===== src/hdl/sisd_pkg.sv =====
// shared constants, codes and controller/datapath interface types
// for the sorted insert stack with duplicate removal; no dependencies
package sisd_pkg;

    localparam int DEPTH  = 32;
    localparam int AW     = $clog2(DEPTH);
    localparam int CW     = $clog2(DEPTH + 1);
    localparam int CMD_W  = 3;
    localparam int DATA_W = 8;
    localparam int OCC_W  = 6;
    localparam int STAT_W = 2;

    // command codes
    localparam logic [CMD_W-1:0] CMD_PUSH   = 3'd0;
    localparam logic [CMD_W-1:0] CMD_INSERT = 3'd1;
    localparam logic [CMD_W-1:0] CMD_POP    = 3'd2;
    localparam logic [CMD_W-1:0] CMD_DEDUP  = 3'd3;
    localparam logic [CMD_W-1:0] CMD_READ   = 3'd4;

    // status codes
    localparam logic [STAT_W-1:0] ST_OK    = 2'd0;
    localparam logic [STAT_W-1:0] ST_FULL  = 2'd1;
    localparam logic [STAT_W-1:0] ST_EMPTY = 2'd2;

    // datapath micro-operations
    typedef enum logic [3:0] {
        DP_NOP,
        DP_LOAD,
        DP_PUSH,
        DP_RD_TOP,
        DP_POP,
        DP_INS_START,
        DP_INS_STEP,
        DP_DD_START,
        DP_DD_LOAD,
        DP_DD_CAND,
        DP_DD_SCAN,
        DP_DD_END,
        DP_RO_START,
        DP_RO_RD,
        DP_EMIT
    } t_dp_op;

    typedef struct packed {
        t_dp_op              op;
        logic [STAT_W-1:0]   status;
        logic                zero;
        logic                last;
    } t_dp_cmd;

    typedef struct packed {
        logic [CMD_W-1:0]    cmd;
        logic                empty;
        logic                full;
        logic                ins_shift;
        logic                dd_i_done;
        logic                dd_cand_last;
        logic                dd_scan_hit;
        logic                dd_scan_last;
        logic                ro_last;
        logic                out_free;
    } t_dp_stat;

endpackage


===== src/hdl/sisd_datapath.sv =====
// datapath: entry memory, count and walk pointers, output register
// depends on sisd_pkg
module sisd_datapath import sisd_pkg::*; (
    input  logic                     i_clk,
    input  logic                     i_rst_n,
    input  t_dp_cmd                  i_cmd,
    output t_dp_stat                 o_stat,
    input  logic [CMD_W-1:0]         i_command,
    input  logic signed [DATA_W-1:0] i_data_value,
    input  logic                     i_out_stall,
    output logic                     o_out_valid,
    output logic signed [DATA_W-1:0] o_out_value,
    output logic [OCC_W-1:0]         o_occupancy,
    output logic [STAT_W-1:0]        o_status,
    output logic                     o_last
);

    logic signed [DATA_W-1:0] r_mem [DEPTH];
    logic signed [DATA_W-1:0] r_rd_data;

    logic [CMD_W-1:0]         r_cmd, n_cmd;
    logic signed [DATA_W-1:0] r_data, n_data;
    logic [CW-1:0]            r_count, n_count;
    logic [CW-1:0]            r_ptr, n_ptr;
    logic [CW-1:0]            r_idx, n_idx;
    logic [CW-1:0]            r_wr, n_wr;
    logic [CW-1:0]            r_scan, n_scan;
    logic signed [DATA_W-1:0] r_cand, n_cand;

    logic                     r_out_valid;
    logic signed [DATA_W-1:0] r_out_value;
    logic [OCC_W-1:0]         r_out_occ;
    logic [STAT_W-1:0]        r_out_status;
    logic                     r_out_last;

    logic                     rd_en, wr_en, load_out;
    logic [AW-1:0]            rd_addr, wr_addr;
    logic signed [DATA_W-1:0] wr_data;
    logic [CW-1:0]            count_m1, ptr_m1, ptr_m2, idx_p1, scan_p1, wr_p1;
    logic                     out_free, ins_shift, cand_last, scan_hit, scan_last;

    assign count_m1  = r_count - CW'(1);
    assign ptr_m1    = r_ptr - CW'(1);
    assign ptr_m2    = r_ptr - CW'(2);
    assign idx_p1    = r_idx + CW'(1);
    assign scan_p1   = r_scan + CW'(1);
    assign wr_p1     = r_wr + CW'(1);
    assign out_free  = !r_out_valid || !i_out_stall;
    assign ins_shift = (r_ptr != '0) && (r_rd_data < r_data);
    assign cand_last = idx_p1 >= r_count;
    assign scan_hit  = r_rd_data == r_cand;
    assign scan_last = scan_p1 >= r_count;

    always_comb begin
        o_stat.cmd          = r_cmd;
        o_stat.empty        = r_count == '0;
        o_stat.full         = r_count == CW'(DEPTH);
        o_stat.ins_shift    = ins_shift;
        o_stat.dd_i_done    = r_idx >= r_count;
        o_stat.dd_cand_last = cand_last;
        o_stat.dd_scan_hit  = scan_hit;
        o_stat.dd_scan_last = scan_last;
        o_stat.ro_last      = r_ptr == '0;
        o_stat.out_free     = out_free;
    end

    always_comb begin
        n_cmd    = r_cmd;
        n_data   = r_data;
        n_count  = r_count;
        n_ptr    = r_ptr;
        n_idx    = r_idx;
        n_wr     = r_wr;
        n_scan   = r_scan;
        n_cand   = r_cand;
        rd_en    = 1'b0;
        rd_addr  = count_m1[AW-1:0];
        wr_en    = 1'b0;
        wr_addr  = r_count[AW-1:0];
        wr_data  = r_data;
        load_out = 1'b0;
        case (i_cmd.op)
            DP_LOAD: begin
                n_cmd  = i_command;
                n_data = i_data_value;
            end
            DP_PUSH: begin
                wr_en   = 1'b1;
                n_count = r_count + CW'(1);
            end
            DP_RD_TOP: begin
                rd_en = 1'b1;
            end
            DP_POP: begin
                rd_en   = 1'b1;
                n_count = count_m1;
            end
            DP_INS_START: begin
                n_ptr = r_count;
                rd_en = 1'b1;
            end
            DP_INS_STEP: begin
                // r_rd_data holds the entry just below r_ptr
                wr_en   = 1'b1;
                wr_addr = r_ptr[AW-1:0];
                if (ins_shift) begin
                    wr_data = r_rd_data;
                    n_ptr   = ptr_m1;
                    rd_en   = 1'b1;
                    rd_addr = ptr_m2[AW-1:0];
                end else begin
                    wr_data = r_data;
                    n_count = r_count + CW'(1);
                end
            end
            DP_DD_START: begin
                n_idx = '0;
                n_wr  = '0;
            end
            DP_DD_LOAD: begin
                rd_en   = 1'b1;
                rd_addr = r_idx[AW-1:0];
            end
            DP_DD_CAND: begin
                n_cand = r_rd_data;
                n_scan = idx_p1;
                if (cand_last) begin
                    wr_en   = 1'b1;
                    wr_addr = r_wr[AW-1:0];
                    wr_data = r_rd_data;
                    n_wr    = wr_p1;
                    n_idx   = idx_p1;
                end else begin
                    rd_en   = 1'b1;
                    rd_addr = idx_p1[AW-1:0];
                end
            end
            DP_DD_SCAN: begin
                if (scan_hit) begin
                    // a copy sits higher up, drop this one
                    n_idx = idx_p1;
                end else if (scan_last) begin
                    wr_en   = 1'b1;
                    wr_addr = r_wr[AW-1:0];
                    wr_data = r_cand;
                    n_wr    = wr_p1;
                    n_idx   = idx_p1;
                end else begin
                    n_scan  = scan_p1;
                    rd_en   = 1'b1;
                    rd_addr = scan_p1[AW-1:0];
                end
            end
            DP_DD_END: begin
                n_count = r_wr;
            end
            DP_RO_START: begin
                n_ptr = count_m1;
            end
            DP_RO_RD: begin
                rd_en   = 1'b1;
                rd_addr = r_ptr[AW-1:0];
            end
            DP_EMIT: begin
                if (out_free) begin
                    load_out = 1'b1;
                    n_ptr    = ptr_m1;
                end
            end
            default: begin
            end
        endcase
    end

    always_ff @(posedge i_clk) begin
        if (wr_en) begin
            r_mem[wr_addr] <= wr_data;
        end
        if (rd_en) begin
            r_rd_data <= r_mem[rd_addr];
        end
    end

    always_ff @(posedge i_clk) begin
        if (!i_rst_n) begin
            r_count     <= '0;
            r_out_valid <= 1'b0;
        end else begin
            r_count <= n_count;
            if (load_out) begin
                r_out_valid <= 1'b1;
            end else if (!i_out_stall) begin
                r_out_valid <= 1'b0;
            end
        end
    end

    always_ff @(posedge i_clk) begin
        r_cmd  <= n_cmd;
        r_data <= n_data;
        r_ptr  <= n_ptr;
        r_idx  <= n_idx;
        r_wr   <= n_wr;
        r_scan <= n_scan;
        r_cand <= n_cand;
        if (load_out) begin
            r_out_value  <= i_cmd.zero ? '0 : r_rd_data;
            r_out_occ    <= OCC_W'(r_count);
            r_out_status <= i_cmd.status;
            r_out_last   <= i_cmd.last;
        end
    end

    assign o_out_valid = r_out_valid;
    assign o_out_value = r_out_value;
    assign o_occupancy = r_out_occ;
    assign o_status    = r_out_status;
    assign o_last      = r_out_last;

endmodule


===== src/hdl/sisd_ctrl.sv =====
// controller state machine: sequences datapath operations per command
// depends on sisd_pkg
module sisd_ctrl import sisd_pkg::*; (
    input  logic     i_clk,
    input  logic     i_rst_n,
    input  logic     i_in_valid,
    output logic     o_in_stall,
    input  t_dp_stat i_stat,
    output t_dp_cmd  o_cmd
);

    localparam logic [3:0] S_IDLE    = 4'd0;
    localparam logic [3:0] S_DECODE  = 4'd1;
    localparam logic [3:0] S_TOP     = 4'd2;
    localparam logic [3:0] S_EMIT    = 4'd3;
    localparam logic [3:0] S_INS     = 4'd4;
    localparam logic [3:0] S_DD_LOAD = 4'd5;
    localparam logic [3:0] S_DD_CAND = 4'd6;
    localparam logic [3:0] S_DD_SCAN = 4'd7;
    localparam logic [3:0] S_RO_RD   = 4'd8;
    localparam logic [3:0] S_RO_EMIT = 4'd9;

    logic [3:0]        r_state, n_state;
    logic [STAT_W-1:0] r_stat, n_stat;
    logic              r_zero, n_zero;

    always_comb begin
        n_state      = r_state;
        n_stat       = r_stat;
        n_zero       = r_zero;
        o_cmd.op     = DP_NOP;
        o_cmd.status = r_stat;
        o_cmd.zero   = r_zero;
        o_cmd.last   = 1'b1;
        case (r_state)
            S_IDLE: begin
                if (i_in_valid) begin
                    o_cmd.op = DP_LOAD;
                    n_state  = S_DECODE;
                end
            end
            S_DECODE: begin
                n_stat = ST_OK;
                n_zero = 1'b0;
                case (i_stat.cmd)
                    CMD_PUSH: begin
                        if (i_stat.full) begin
                            n_stat = ST_FULL;
                        end else begin
                            o_cmd.op = DP_PUSH;
                        end
                        n_state = S_TOP;
                    end
                    CMD_INSERT: begin
                        if (i_stat.full) begin
                            n_stat  = ST_FULL;
                            n_state = S_TOP;
                        end else begin
                            o_cmd.op = DP_INS_START;
                            n_state  = S_INS;
                        end
                    end
                    CMD_POP: begin
                        if (i_stat.empty) begin
                            n_stat = ST_EMPTY;
                            n_zero = 1'b1;
                        end else begin
                            o_cmd.op = DP_POP;
                        end
                        n_state = S_EMIT;
                    end
                    CMD_DEDUP: begin
                        o_cmd.op = DP_DD_START;
                        n_state  = S_DD_LOAD;
                    end
                    CMD_READ: begin
                        if (i_stat.empty) begin
                            n_stat  = ST_EMPTY;
                            n_zero  = 1'b1;
                            n_state = S_EMIT;
                        end else begin
                            o_cmd.op = DP_RO_START;
                            n_state  = S_RO_RD;
                        end
                    end
                    default: begin
                        n_state = S_TOP;
                    end
                endcase
            end
            S_INS: begin
                o_cmd.op = DP_INS_STEP;
                if (!i_stat.ins_shift) begin
                    n_state = S_TOP;
                end
            end
            S_DD_LOAD: begin
                if (i_stat.dd_i_done) begin
                    o_cmd.op = DP_DD_END;
                    n_state  = S_TOP;
                end else begin
                    o_cmd.op = DP_DD_LOAD;
                    n_state  = S_DD_CAND;
                end
            end
            S_DD_CAND: begin
                o_cmd.op = DP_DD_CAND;
                n_state  = i_stat.dd_cand_last ? S_DD_LOAD : S_DD_SCAN;
            end
            S_DD_SCAN: begin
                o_cmd.op = DP_DD_SCAN;
                if (i_stat.dd_scan_hit || i_stat.dd_scan_last) begin
                    n_state = S_DD_LOAD;
                end
            end
            S_TOP: begin
                o_cmd.op = DP_RD_TOP;
                n_zero   = i_stat.empty;
                n_state  = S_EMIT;
            end
            S_EMIT: begin
                o_cmd.op = DP_EMIT;
                if (i_stat.out_free) begin
                    n_state = S_IDLE;
                end
            end
            S_RO_RD: begin
                o_cmd.op = DP_RO_RD;
                n_state  = S_RO_EMIT;
            end
            S_RO_EMIT: begin
                o_cmd.op     = DP_EMIT;
                o_cmd.status = ST_OK;
                o_cmd.zero   = 1'b0;
                o_cmd.last   = i_stat.ro_last;
                if (i_stat.out_free) begin
                    n_state = i_stat.ro_last ? S_IDLE : S_RO_RD;
                end
            end
            default: begin
                n_state = S_IDLE;
            end
        endcase
    end

    always_ff @(posedge i_clk) begin
        if (!i_rst_n) begin
            r_state <= S_IDLE;
        end else begin
            r_state <= n_state;
        end
    end

    always_ff @(posedge i_clk) begin
        r_stat <= n_stat;
        r_zero <= n_zero;
    end

    assign o_in_stall = r_state != S_IDLE;

endmodule


===== src/hdl/sorted_insert_stack_dedup_unit.sv =====
// top level of the sorted insert stack with duplicate removal
// depends on sisd_pkg, sisd_ctrl and sisd_datapath
//
// channel  | direction | handshake                  | payload
// ---------+-----------+----------------------------+------------------------------------------
// input    | in        | i_in_valid / o_in_stall    | i_command, i_data_value
// result   | out       | o_out_valid / i_out_stall  | o_out_value, o_occupancy, o_status, o_last
//
// one item at a time; the entry memory has a single registered read port,
// and every step that looks at an entry waits for its read
// push, push or insert on a full stack, unused commands: decode, read of the top entry, emit
// pop, and pop or read-out on an empty stack: decode, emit
// sorted insert: entries shifted up (one shift per cycle), then the top entry is read and emitted
// duplicate removal: pairwise scan over the n entries
// read-out: entries are read and emitted one at a time from the top down
// reset (synchronous, active low) empties the stack; a stalled result holds
// the block in its emit step, and a new item is taken once the last result
// of the current one sits in the output register
module sorted_insert_stack_dedup_unit import sisd_pkg::*; (
    input  logic                     i_clk,
    input  logic                     i_rst_n,
    // input channel
    input  logic                     i_in_valid,
    output logic                     o_in_stall,
    input  logic [CMD_W-1:0]         i_command,
    input  logic signed [DATA_W-1:0] i_data_value,
    // result channel
    output logic                     o_out_valid,
    input  logic                     i_out_stall,
    output logic signed [DATA_W-1:0] o_out_value,
    output logic [OCC_W-1:0]         o_occupancy,
    output logic [STAT_W-1:0]        o_status,
    output logic                     o_last
);

    // micro-operation from the controller, flags back from the datapath
    t_dp_cmd  dp_cmd;
    t_dp_stat dp_stat;

    // sequencer: decodes the latched command and walks the memory steps
    sisd_ctrl u_ctrl (
        .i_clk      (i_clk),
        .i_rst_n    (i_rst_n),
        .i_in_valid (i_in_valid),
        .o_in_stall (o_in_stall),
        .i_stat     (dp_stat),
        .o_cmd      (dp_cmd)
    );

    // entry memory, count, walk pointers and the result register
    sisd_datapath u_datapath (
        .i_clk        (i_clk),
        .i_rst_n      (i_rst_n),
        .i_cmd        (dp_cmd),
        .o_stat       (dp_stat),
        .i_command    (i_command),
        .i_data_value (i_data_value),
        .i_out_stall  (i_out_stall),
        .o_out_valid  (o_out_valid),
        .o_out_value  (o_out_value),
        .o_occupancy  (o_occupancy),
        .o_status     (o_status),
        .o_last       (o_last)
    );

endmodule


===== config.mk =====
export PLATFORM = sky130hd
export DESIGN_NAME = sorted_insert_stack_dedup_unit
export DESIGN_NICKNAME = d
export VERILOG_FILES = /design/src/hdl/sisd_pkg.sv /design/src/hdl/sisd_datapath.sv /design/src/hdl/sisd_ctrl.sv /design/src/hdl/sorted_insert_stack_dedup_unit.sv
export SDC_FILE = /design/constraint.sdc
export NUM_CORES = 1
export LEC_CHECK = 0
export BUFFER_PORTS_ARGS = -buffer_cell sky130_fd_sc_hd__buf_2
export CAP_MARGIN = 5
export CORE_MARGIN = 4
export CORE_UTILIZATION = 35
export CTS_BUF_LIST = sky130_fd_sc_hd__clkbuf_8
export DETAILED_ROUTE_END_ITERATION = 12
export PLACE_DENSITY_LB_ADDON = 0.12
export SLEW_MARGIN = 40
export SYNTH_ARGS = -nofsm -noshare
export SYNTH_HDL_FRONTEND = slang
export SYNTH_SLANG_ARGS = --single-unit

===== constraint.sdc =====
create_clock -name i_clk -period 5 [get_ports i_clk]
set_clock_uncertainty 0.15 [all_clocks]
set_input_delay 0.75 -clock i_clk [delete_from_list [all_inputs] [get_ports i_clk]]
set_output_delay 0.75 -clock i_clk [all_outputs]
set_load 0.02 [all_outputs]

== Yosys cells after proc, flatten, opt, wreduce, memory -nomap -nowiden ==
Memories as Yosys holds them, arrays and structs flattened. A register that Yosys moved wholly into a read port is not among the register bits.
Index checks and enable logic that the tools add are counted.
Operators by class
  $add $sub $neg: 7
  magnitude comparators: 4
  equality and inequality tests: 43
  mux-type cells: 72
  reductions and logical operators: 27
Operators by type and width (count)
  $mux 6: 11
  $pmux 6 s4: 2
  $pmux 4 s10: 1
  $eq 4x4->1 const B: 9
  $pmux 4 s9: 1
  $pmux 6 s3: 2
  $mux 5: 7
  $eq 4x3->1 const B: 8
  $mux 4: 8
  $mux 8: 4
  $pmux 5 s5: 1
  $add 6x1->6 const B: 4
  $pmux 8 s3: 1
  $pmux 4 s5: 1
  $ge 6x6->1: 3
  $mux 1: 17
  $eq 4x2->1 const B: 4
  $ne 2x1->1 const B: 8
  $pmux 4 s4: 1
  $pmux 5 s3: 1
  $logic_not 6->1: 2
  $mux 3: 4
  $pmux 6 s2: 1
  $reduce_bool 4->1: 3
  30 further kinds: 49
Word-level totals
  bits in registers: 74
  RAM bits: 256
  input bits: 15
  output and inout port bits: 19
  memories kept: 1
Memories
  u_datapath.r_mem: depth 32, width 8, rd ports 1, clocked after memory_dff 1, write ports 1, line sisd_datapath.sv:18  | logic signed [DATA_W-1:0] r_mem [DEPTH];

== Longest topological paths before layout ==
Gate-level depths: netlist (run 1).
  word-level depth: 9
  mapped depth: 20
  gate-level depth less buffers: 16

== Hierarchy ==
From an unflattened synthesis (run 1), not the netlist that was laid out.
Unflattened totals
  cell total of the unflattened synthesis: 1234
  area total of the unflattened synthesis: 15890.2 um2
Modules (own cells, without submodules)
  sisd_datapath: instances 1, cells an instance 1142, area each 15170.8 um2, seq. area each 9869.5 um2
  sisd_ctrl: instances 1, cells an instance 92, area each 719.4 um2, seq. area each 170.2 um2

== Worst setup path after synthesis (run 1) ==
OpenSTA, ideal clock, no wires.
  kind: reg-to-reg
  from: reg u_datapath.r_count[0]
  to: mem u_datapath.r_mem[8][0] (enable)
  arrival: 4033 ps
  data required time: 4480 ps
  path slack: 446 ps
  cell stages (with the launch flop): 17
  cells stage by stage: dfxtp_1 -> clkbuf_1 -> inv_1 -> ha_1 -> or4b_1 -> buf_2 -> o211ai_4 -> a2bb2oi_2 -> or3_2 -> inv_1 -> nor2_1 -> a211o_1 -> a222oi_1 -> nand2b_1 -> or2_2 -> clkbuf_1 -> nor2_1
Between the ends
  word-level cells in the longest chain between the ends: 9
  elaborated cells on any way between the ends: 27
  those cells by class: 3 x order compare; 5 x eq/ne; 17 x mux; 2 x reduce/logical
RTL lines
  start, declared: line sisd_datapath.sv:23  | logic [CW-1:0] r_count, n_count;
  start signal, assigned: line sisd_datapath.sv:189  | r_count <= n_count;
  $eq 6x6->1 or $logic_not 6->1 (tied branches): line sisd_datapath.sv:57, sisd_datapath.sv:56
  $mux 3, or another cell as far along: line sisd_ctrl.sv:55  | if (i_stat.full) begin
  $pmux 4 s5: line sisd_ctrl.sv:45  | case (i_stat.cmd)
  $pmux 4 s9: line sisd_ctrl.sv:35  | case (r_state)
  $eq 4x2->1 or $eq 4x3->1 (tied branches): line sisd_datapath.sv:82  | case (i_cmd.op)
  $reduce_or 2->1 (no line)
  $pmux 1 s3: line sisd_datapath.sv:82
  $mux 1: line sisd_datapath.sv:176  | if (wr_en) begin
  $mux 1 (not written as such): line sisd_datapath.sv:177  | r_mem[wr_addr] <= wr_data;
  end, declared: line sisd_datapath.sv:18
Parallel ways exist; a longest one is shown, timed or not.

== Final worst setup path (run 1) ==
  from: reg u_datapath.r_scan[0]
  to: reg u_datapath.r_rd_data[4] (read register of u_datapath.r_mem), data pin
Between the ends
  word-level cells in the longest chain between the ends: 5
  elaborated cells on any way between the ends: 8
  those cells by class: 1 x add/sub; 1 x order compare; 6 x mux
RTL lines
  start, declared: line sisd_datapath.sv:27  | logic [CW-1:0] r_scan, n_scan;
  start signal, assigned: line sisd_datapath.sv:204  | r_scan <= n_scan;
  $add 6x1->6 *: line sisd_datapath.sv:46  | assign scan_p1 = r_scan + CW'(1);
  $ge 6x6->1: line sisd_datapath.sv:52  | assign scan_last = scan_p1 >= r_count;
  $mux 5 or $mux 1 (tied branches): line sisd_datapath.sv:142  | end else if (scan_last) begin
  $mux 5 or $mux 1 (tied branches): line sisd_datapath.sv:139  | if (scan_hit) begin
  $pmux 5 s5 or $pmux 1 s4 (tied branches): line sisd_datapath.sv:82
  end, declared: line sisd_datapath.sv:19  | logic signed [DATA_W-1:0] r_rd_data;
Mark *: on every way between the ends. The rest lies on a longest branch, timed or not.
A chain may end at the register's enable or synchronous reset.

==> metrics, run 1 <==
Max IR drop VDD 391 uV; Die Y 220 um; port bufs 33; CTS buffer count 58; Detailed Route WL 45.3 mm; Cells after DPL 1,883; static leakage 0.00671 uW; MaxCap Viol Count 0; TritonRoute pass-1 iters 5; nets 1,409; # rows 77; final setup fails 0; Crit path required time 5.24 ns; status finished, final reports clean; top-count cell post-synth edfxtp_1; Clock transition at path regs 0.07 ns; I/O pin count 34; Fin Hold WS 0.124 ns; DPL Wire Length 30.5 mm; vias per cell 5.38; Max Clk Rate 210 MHz; core box area 0.0443 mm2; Post-Synthesis Cells 1,217; Setup CP Type flip-flop to flip-flop; DR iter-0 viols 1,013; H-Tree Depth 2; worst min path class input port to flip-flop; fin crit share 95.2%; CTS tree yes; GRT overflow 0; post-layout util 41.6%; flops & latches, synth 338; Worst setup EP type flip-flop; Starting Density 35.5%; Seq/Total Area, Yosys 63.8%; Slew @ Worst Pin 0.784 ns; clock latency on the worst-skew pair 0.65 ns; Synth Warn # 0; Longest Clk Path Bufs 3; mapped cell area 0.0157 mm2; Synth top area share 62.4%; vias after detailed routing 10,800; minimum clock period 4.76 ns; dominant cells by area after synthesis edfxtp_1, mux2i_1, nand2_1; Final Max Slew Viols 0; layout cells sized above 1 18.7%; PD cells 642 mW/mm2; ys flop type edfxtp_1; Slew HR 47.5%; largest net degree at the start of global routing 43; ANT cells 0; Fin. Hold Viols 0; die width 220 um; CP Launch Type flip-flop; DRC violations left 0; per-cell routed wire length 22.7 um; Worst EP arrival 5.00 ns; dpl ws -0.172 ns; Post-synth EDFFs 327; Avg Cell Area, Syn 12.9 um2; asr flop ratio synth 0%; fill cell count 4,179; Final ANT Viol Nets 0; synth unique cells 71; antenna violations before repair 0; largest area contributor in the netlist edfxtp_1; crit path max fanout 8; most frequent cells after synthesis edfxtp_1, nand2_1, nor2_1, mux2i_1; non-filler instance count after layout 2,001; CTS Sinks 338; Total GRT Usage 18.5%; area of the die 0.0484 mm2; first-pass GRT wire length 66.8 mm; RSZ-0062 raised after global routing false; Synth Net Count 1,266; Final Worst Setup Slack 0.242 ns; GP Congestion 0.905; Syn-to-layout area delta 17.1%; number of global-route vias before repair 10,400; CTS Root Cell clkbuf_8
final timing paths:
kind / start / to / slack (ns) / cells past startpoint
min: i_data_value[7] / u_datapath.r_data[7] / 0.12 / 1
max: u_datapath.r_scan[0] / u_datapath.r_rd_data[4] / 0.24 / 19
max reg2reg: u_datapath.r_scan[0] / u_datapath.r_rd_data[4] / 0.24 / 19
min reg2reg: u_datapath.o_out_valid / u_datapath.o_out_valid / 0.39 / 2
flip-flops by register name (all words and copies together), names as in the netlist, 3 cells and up:
| name | flops |
|---|---|
| u_datapath.r_ptr | 6 |
| u_datapath.r_scan | 6 |
| u_datapath.o_occupancy | 6 |
| u_datapath.r_data | 8 |
| u_datapath.r_wr | 6 |
| u_datapath.r_idx | 6 |
| u_datapath.r_cand | 8 |
| u_datapath.r_count | 6 |
| u_datapath.o_out_value | 8 |
| u_datapath.r_cmd | 3 |
| u_datapath.r_mem | 256 |
| u_ctrl.r_state | 4 |
| u_datapath.r_rd_data | 8 |
critical path, cell delays in order (launching register included):
cell	delay, ns
edfxtp_1	0.40
buf_4	0.18
and3_1	0.17
nand3_1	0.08
xnor2_1	0.16
ha_1	0.29
and3_1	0.16
a221oi_2	0.30
buf_4	0.19
nand2_1	0.14
mux2_2	0.31
a222oi_1	0.43
buf_4	0.21
and4_2	0.35
buf_4	0.22
a221o_1	0.17
a221oi_1	0.08
buf_4	0.15
o21ai_1	0.21
o21ai_1	0.11
layout make-up:
class	instances	area (um2)	area share, %
Inverter	36	135	0.733
Timing Repair Buffer	144	1070	5.79
Multi-Input combinational cell	782	5390	29.2
Clock buffer	59	812	4.41
Sequential cell	338	10000	54.5
Tap cell	592	741	4.02
Clock inverter	50	245	1.33
layout by cell type, fill, tap and decap left out, types with 30 or more instances in the layout:
cell type / netlist / final
buf_2: 17 / 33
buf_4: 0 / 106
clkbuf_8: 0 / 59
edfxtp_1: 327 / 327
ha_1: 34 / 34
inv_1: 35 / 48
mux2i_1: 76 / 75
nand2_1: 138 / 137
nor2_1: 86 / 80
o21ai_0: 31 / 30
cells by family after synthesis:
group           count (synthesis)  share of synthesized area [%]
mux                            80                           5.15
fa+ha+maj                      34                           2.70
simple gates                  372                           11.3
compound gates                263                           12.6
xor+xnor                       33                           1.84
buf+inv                        97                           2.69
flops                         338                           63.8
through the flow:
step | cell area, um2 | setup TNS (ns) | total power, uW
global placement | 17200 | -1.09 | 9370
CTS | 18300 | 0 | 11800
floorplan | 15700 | 0 | 7200
finish | 18400 | 0 | 11800
global route | 18400 | 0 | 12600
detailed placement | 17200 | -0.818 | 9390
report_power, final:
part	total [uW]	leakage [uW]	switching [uW]	internal, uW
combinational	5650	0.00307	3530	2120
clock	2290	0.000588	1140	1150
sequential	3900	0.00305	238	3660
total	11800	0.00671	4910	6930
timing repair:
action                                 4_1_cts  5_1_grt
setup endpoints to repair                   35       21
pin swaps                                    0        2
resized for setup                            5       12
setup buffers                                3        5
hold buffers                                 0        0
cloned                                       0        1
endpoints found under the hold margin        0        0
layer usage:
metal	global-route usage (%)	vias to the layer above	share of wire (%)
met4	5.69	0	2.6
met3	3.41	81	6.6
met1	26.9	5346	46
met5	0	-	0
met2	28.1	360	44
li1	-	4969	-
Note: power is estimated with default switching activity, not from simulation.
==> run 2, diff against run 1 <==
- CELL_PAD_IN_SITES_DETAIL_PLACEMENT: not set -> 0
- CELL_PAD_IN_SITES_GLOBAL_PLACEMENT: not set -> 1
==> metrics, run 2 (same netlist as run 1, synthesis figures left out) <==
status finished, final reports clean; CP Cell Sequence ha_1 -> nand3_1 -> xor2_1 -> inv_1 -> ha_1 -> a21o_1 -> a21oi_2 -> nand2_1 -> a211o_1 -> a22oi_2 -> o2111ai_4 -> buf_4 -> mux2i_1 -> a221o_1 -> a221oi_1 -> o21ai_1 -> o21ai_1; minimum clock period 4.75 ns; Flop pwr share 32.9%; worst min path class input port to flip-flop; Worst EP arrival 5.11 ns; cell-internal power 6890 uW; static leakage 0.00672 uW; Die Y 220 um; Final ANT Viol Nets 0; most common cell after layout, fill and taps aside edfxtp_1; # hold bufs at CTS 0; I/O pin count 34; slowest cell on the critical path edfxtp_1; post-layout util 41.5%; sw power 4940 uW; final setup fails 0; Fin. Hold Viols 0; Longest Clk Path Bufs 3; Gate power share 47.9%; MaxCap Viol Count 0; Final Worst Setup Slack 0.251 ns; DPL Wire Length 30.7 mm; Final Max Slew Viols 0; largest net degree at the start of global routing 51; Area after DPL 0.0173 mm2; PD cells 643 mW/mm2; Slew HR 44.2%; GP Congestion 0.857; most frequent cells in the layout edfxtp_1, nand2_1, buf_4; Final TNS setup 0 ns; Worst path max stage delay 0.48 ns; CTS buffer count 58; Starting Density 35.5%; vias per cell 5.33; Syn-to-layout area delta 16.8%; number of global-route vias before repair 10,700; fin crit share 95.0%; dpl ws -0.0503 ns; per-cell routed wire length 22.9 um; Fin Hold WS 0.139 ns; ANT cells 0; die width 220 um; port bufs 33; Max Clk Rate 211 MHz; area of the die 0.0484 mm2; Worst setup EP type flip-flop; first-pass GRT wire length 68.9 mm; Total GRT Usage 19.0%; Detailed Route WL 45.7 mm; Slew @ Worst Pin 0.834 ns; Setup CP Type flip-flop to flip-flop; clock network fraction of design power 19.2%; nets 1,407; TritonRoute pass-1 iters 5; crit path max fanout 30; DRC violations left 0; H-Tree Depth 2; clock latency on the worst-skew pair 0.65 ns; DR iter-0 viols 1,009; Top delay family on crit path compound AO/OA/AOI/OAI gates; antenna violations before repair 1; CP Launch Type flip-flop; GRT overflow 0; sw frac 41.7%; Most flops, register u_datapath.r_mem; Crit path buffers/inverters 2; core box area 0.0443 mm2; layout cells sized above 1 17.7%; Non-Filler Cell Area, Final 0.0184 mm2; max FFs per register 256; Clock transition at path regs 0.06 ns; vias after detailed routing 10,600; Crit path required time 5.36 ns; # rows 77; Max IR drop VDD 303 uV; CTS tree yes; CTS Sinks 338; CTS Root Cell clkbuf_8; RSZ-0062 raised after global routing false
## run 2: what timing repair did
action,in CTS,in global routing
pin swaps,0,1
setup buffers,0,2
endpoints found under the setup margin,6,30
gates cloned,0,0
gates resized for setup,2,13
## run 2: power groups by stage
stage                     registers (uW)  logic (uW)  clock network (uW)
after floorplan                     3870        3340                   0
after global placement              3950        5570                   0
after detailed placement            3950        5580                   0
after CTS                           3890        5620                2360
after global routing                3920        6130                2510
final                               3890        5660                2270
## run 2: layout make-up
| type | count | area [um2] |
|---|---|---|
| Clock buffer | 62 | 853 |
| Clock inverter | 43 | 185 |
| Fill cell | 4275 | 25900 |
| Inverter | 36 | 135 |
| Multi-Input combinational cell | 782 | 5370 |
| Sequential cell | 338 | 10000 |
| Tap cell | 592 | 741 |
| Timing Repair Buffer | 142 | 1060 |
## run 2: per-layer routing
| metal | vias up | wire length [um] | global-route usage (%) |
|---|---|---|---|
| met5 | - | 0 | 0 |
| met4 | 0 | 855 | 5.11 |
| met3 | 65 | 2390 | 2.85 |
| met2 | 307 | 20700 | 30.0 |
| met1 | 5301 | 21700 | 27.5 |
| li1 | 4959 | - | - |
## run 2: worst paths after layout
check,startpoint,to,slack (ns),cells past startpoint
min reg2reg,u_datapath.o_out_valid,u_datapath.o_out_valid,0.38,2
min,i_command[0],u_datapath.r_cmd[0],0.14,1
max reg2reg,u_datapath.r_idx[1],u_datapath.r_rd_data[0],0.25,17
max,u_datapath.r_idx[1],u_datapath.r_rd_data[0],0.25,17
## run 2: worst register-to-register path: cells and delay by family, from the launching register on
family          cells  cell delay, ns
xor+xnor            1            0.24
simple gates        2            0.23
compound gates      9            2.26
fa+ha+maj           2            0.61
buf+inv             2            0.43
mux                 1            0.19
flops               1            0.48
## run 2: metrics by stage
stage	power, uW	std cells
6_report	11800	1995
3_5_place_dp	9520	1888
4_1_cts	11900	1993
2_1_floorplan	7200	1217
3_3_place_gp	9510	1888
5_1_grt	12600	1995
==> run 3, diff against run 2 <==
- BUFFER_PORTS_ARGS: -buffer_cell sky130_fd_sc_hd__buf_2 -> not set
- DONT_BUFFER_PORTS: not set -> 1
- clock period: 5 -> 5.4 ns (I/O delays scaled with it)
==> metrics, run 3 (same netlist as run 1, synthesis figures left out) <==
status finished, final reports clean; Crit path required time 5.78 ns; sw power 4430 uW; MaxCap Viol Count 0; Max Clk Rate 203 MHz; post-CTS setup buffers 0; Die Y 220 um; GRT overflow 0; nets 1,355; cell-internal power 6160 uW; Final Max Slew Viols 0; CTS Sinks 338; Worst path max stage delay 0.52 ns; Fin. Hold Viols 0; ANT cells 0; most common cell after layout, fill and taps aside edfxtp_1; DPL Wire Length 31.3 mm; vias per cell 5.37; Slew HR 47.0%; hold depth 0; Setup CP Type flip-flop to flip-flop; I/O pin count 34; RSZ-0062 raised after global routing false; layout cells sized above 1 13.6%; Final TNS setup 0 ns; CP Cell Sequence ha_1 -> xor2_1 -> ha_1 -> a21oi_1 -> o21ai_0 -> a221oi_1 -> buf_4 -> nand2_1 -> mux2_2 -> a222oi_1 -> nand4_2 -> buf_4 -> a2111oi_0 -> or4b_1 -> o31a_1; most frequent cells in the layout edfxtp_1, nand2_1, nor2_1; Gate power share 45.4%; DR iter-0 viols 1,120; per-cell routed wire length 23.9 um; # hold bufs at CTS 0; Clock transition at path regs 0.06 ns; CTS Root Cell clkbuf_8; CTS buffer count 60; PD cells 589 mW/mm2; H-Tree Depth 2; Non-Filler Cell Area, Final 0.0180 mm2; die width 220 um; DRC violations left 0; worst min path class input port to flip-flop; Max IR drop VDD 283 uV; TritonRoute pass-1 iters 5; Reg2Reg Depth 15; minimum clock period 4.92 ns; number of global-route vias before repair 10,500; Detailed Route WL 46.3 mm; port bufs 0; clock latency on the worst-skew pair 0.66 ns; Starting Density 35.5%; # rows 77; CP Launch Type flip-flop; static leakage 0.00648 uW; Worst setup EP type flip-flop; Syn-to-layout area delta 14.3%; clock network fraction of design power 20.3%; final setup fails 0; quantity of gates resized following cts 0; fill cell count 4,264; Most flops, register u_datapath.r_mem; crit path max fanout 9; GP Congestion 0.873; Area after DPL 0.0169 mm2; vias after detailed routing 10,400; Flop pwr share 34.3%; slowest cell on the critical path a2111oi_0; area of the die 0.0484 mm2; Final ANT Viol Nets 0; fin crit share 91.1%; max FFs per register 256; dpl ws 0.461 ns; Total GRT Usage 19.3%; Longest Clk Path Bufs 3; first-pass GRT wire length 69.0 mm; Slew @ Worst Pin 0.792 ns; Final Worst Setup Slack 0.479 ns; sw frac 41.8%; core box area 0.0443 mm2; antenna violations before repair 0; largest net degree at the start of global routing 45; Worst EP arrival 5.30 ns; CTS tree yes; Fin Hold WS 0.0975 ns
-- run 3: changes by cell type in the layout (fill, tap and decap cells not counted), sizes merged --
cell / delta
inv: -4
clkbuf: -1
clkinv: +4
bufinv: +1
buf: -54
-- run 3: final timing paths --
kind                         from                      end  slack [ns]
max          u_datapath.r_scan[0]  u_datapath.r_rd_data[6]        0.48
min               i_data_value[4]     u_datapath.r_data[4]         0.1
max reg2reg  u_datapath.r_scan[0]  u_datapath.r_rd_data[6]        0.48
min reg2reg      u_ctrl.r_stat[0]   u_datapath.o_status[0]        0.43
-- run 3: area by class of cell --
type | instances | area [um2] | area share, %
Clock buffer | 61 | 840 | 4.67
Clock inverter | 44 | 218 | 1.21
Inverter | 36 | 135 | 0.752
Multi-Input combinational cell | 782 | 5290 | 29.4
Sequential cell | 338 | 10000 | 55.9
Tap cell | 592 | 741 | 4.12
Timing Repair Buffer | 88 | 711 | 3.95
-- run 3: routing by layer --
metal	wire length (um)	vias up	part of all wire [%]	track usage, %
li1	-	4856	-	-
met2	20800	302	45	29.3
met4	1010	0	2.2	5.28
met1	21700	5178	47	27.9
met3	2890	83	6.2	4.19
met5	0	-	0	0
-- run 3: power groups by stage --
stage | registers [uW] | logic, uW | clock network [uW]
final | 3630 | 4810 | 2150
after global routing | 3660 | 5220 | 2360
after detailed placement | 3690 | 4810 | 0
after global placement | 3690 | 4840 | 0
after floorplan | 3580 | 3090 | 0
after CTS | 3630 | 4830 | 2230
-- run 3: worst max-delay path, delay by kind of cell (launching register included) --
kind,cells,cell delay [ns]
flops,1,0.51
xor+xnor,1,0.30
buf+inv,2,0.50
simple gates,3,0.81
mux,1,0.32
compound gates,6,1.63
fa+ha+maj,2,0.58
-- run 3: metrics by stage --
| stage | std cells | util, % | power [uW] |
|---|---|---|---|
| after floorplan | 1217 | - | 6670 |
| after detailed placement | 1836 | 38.2 | 8500 |
| final | 1941 | 40.6 | 10600 |
| after CTS | 1941 | 40.6 | 10700 |
| after global placement | 1836 | 38.2 | 8530 |
| after global routing | 1941 | 40.6 | 11200 |
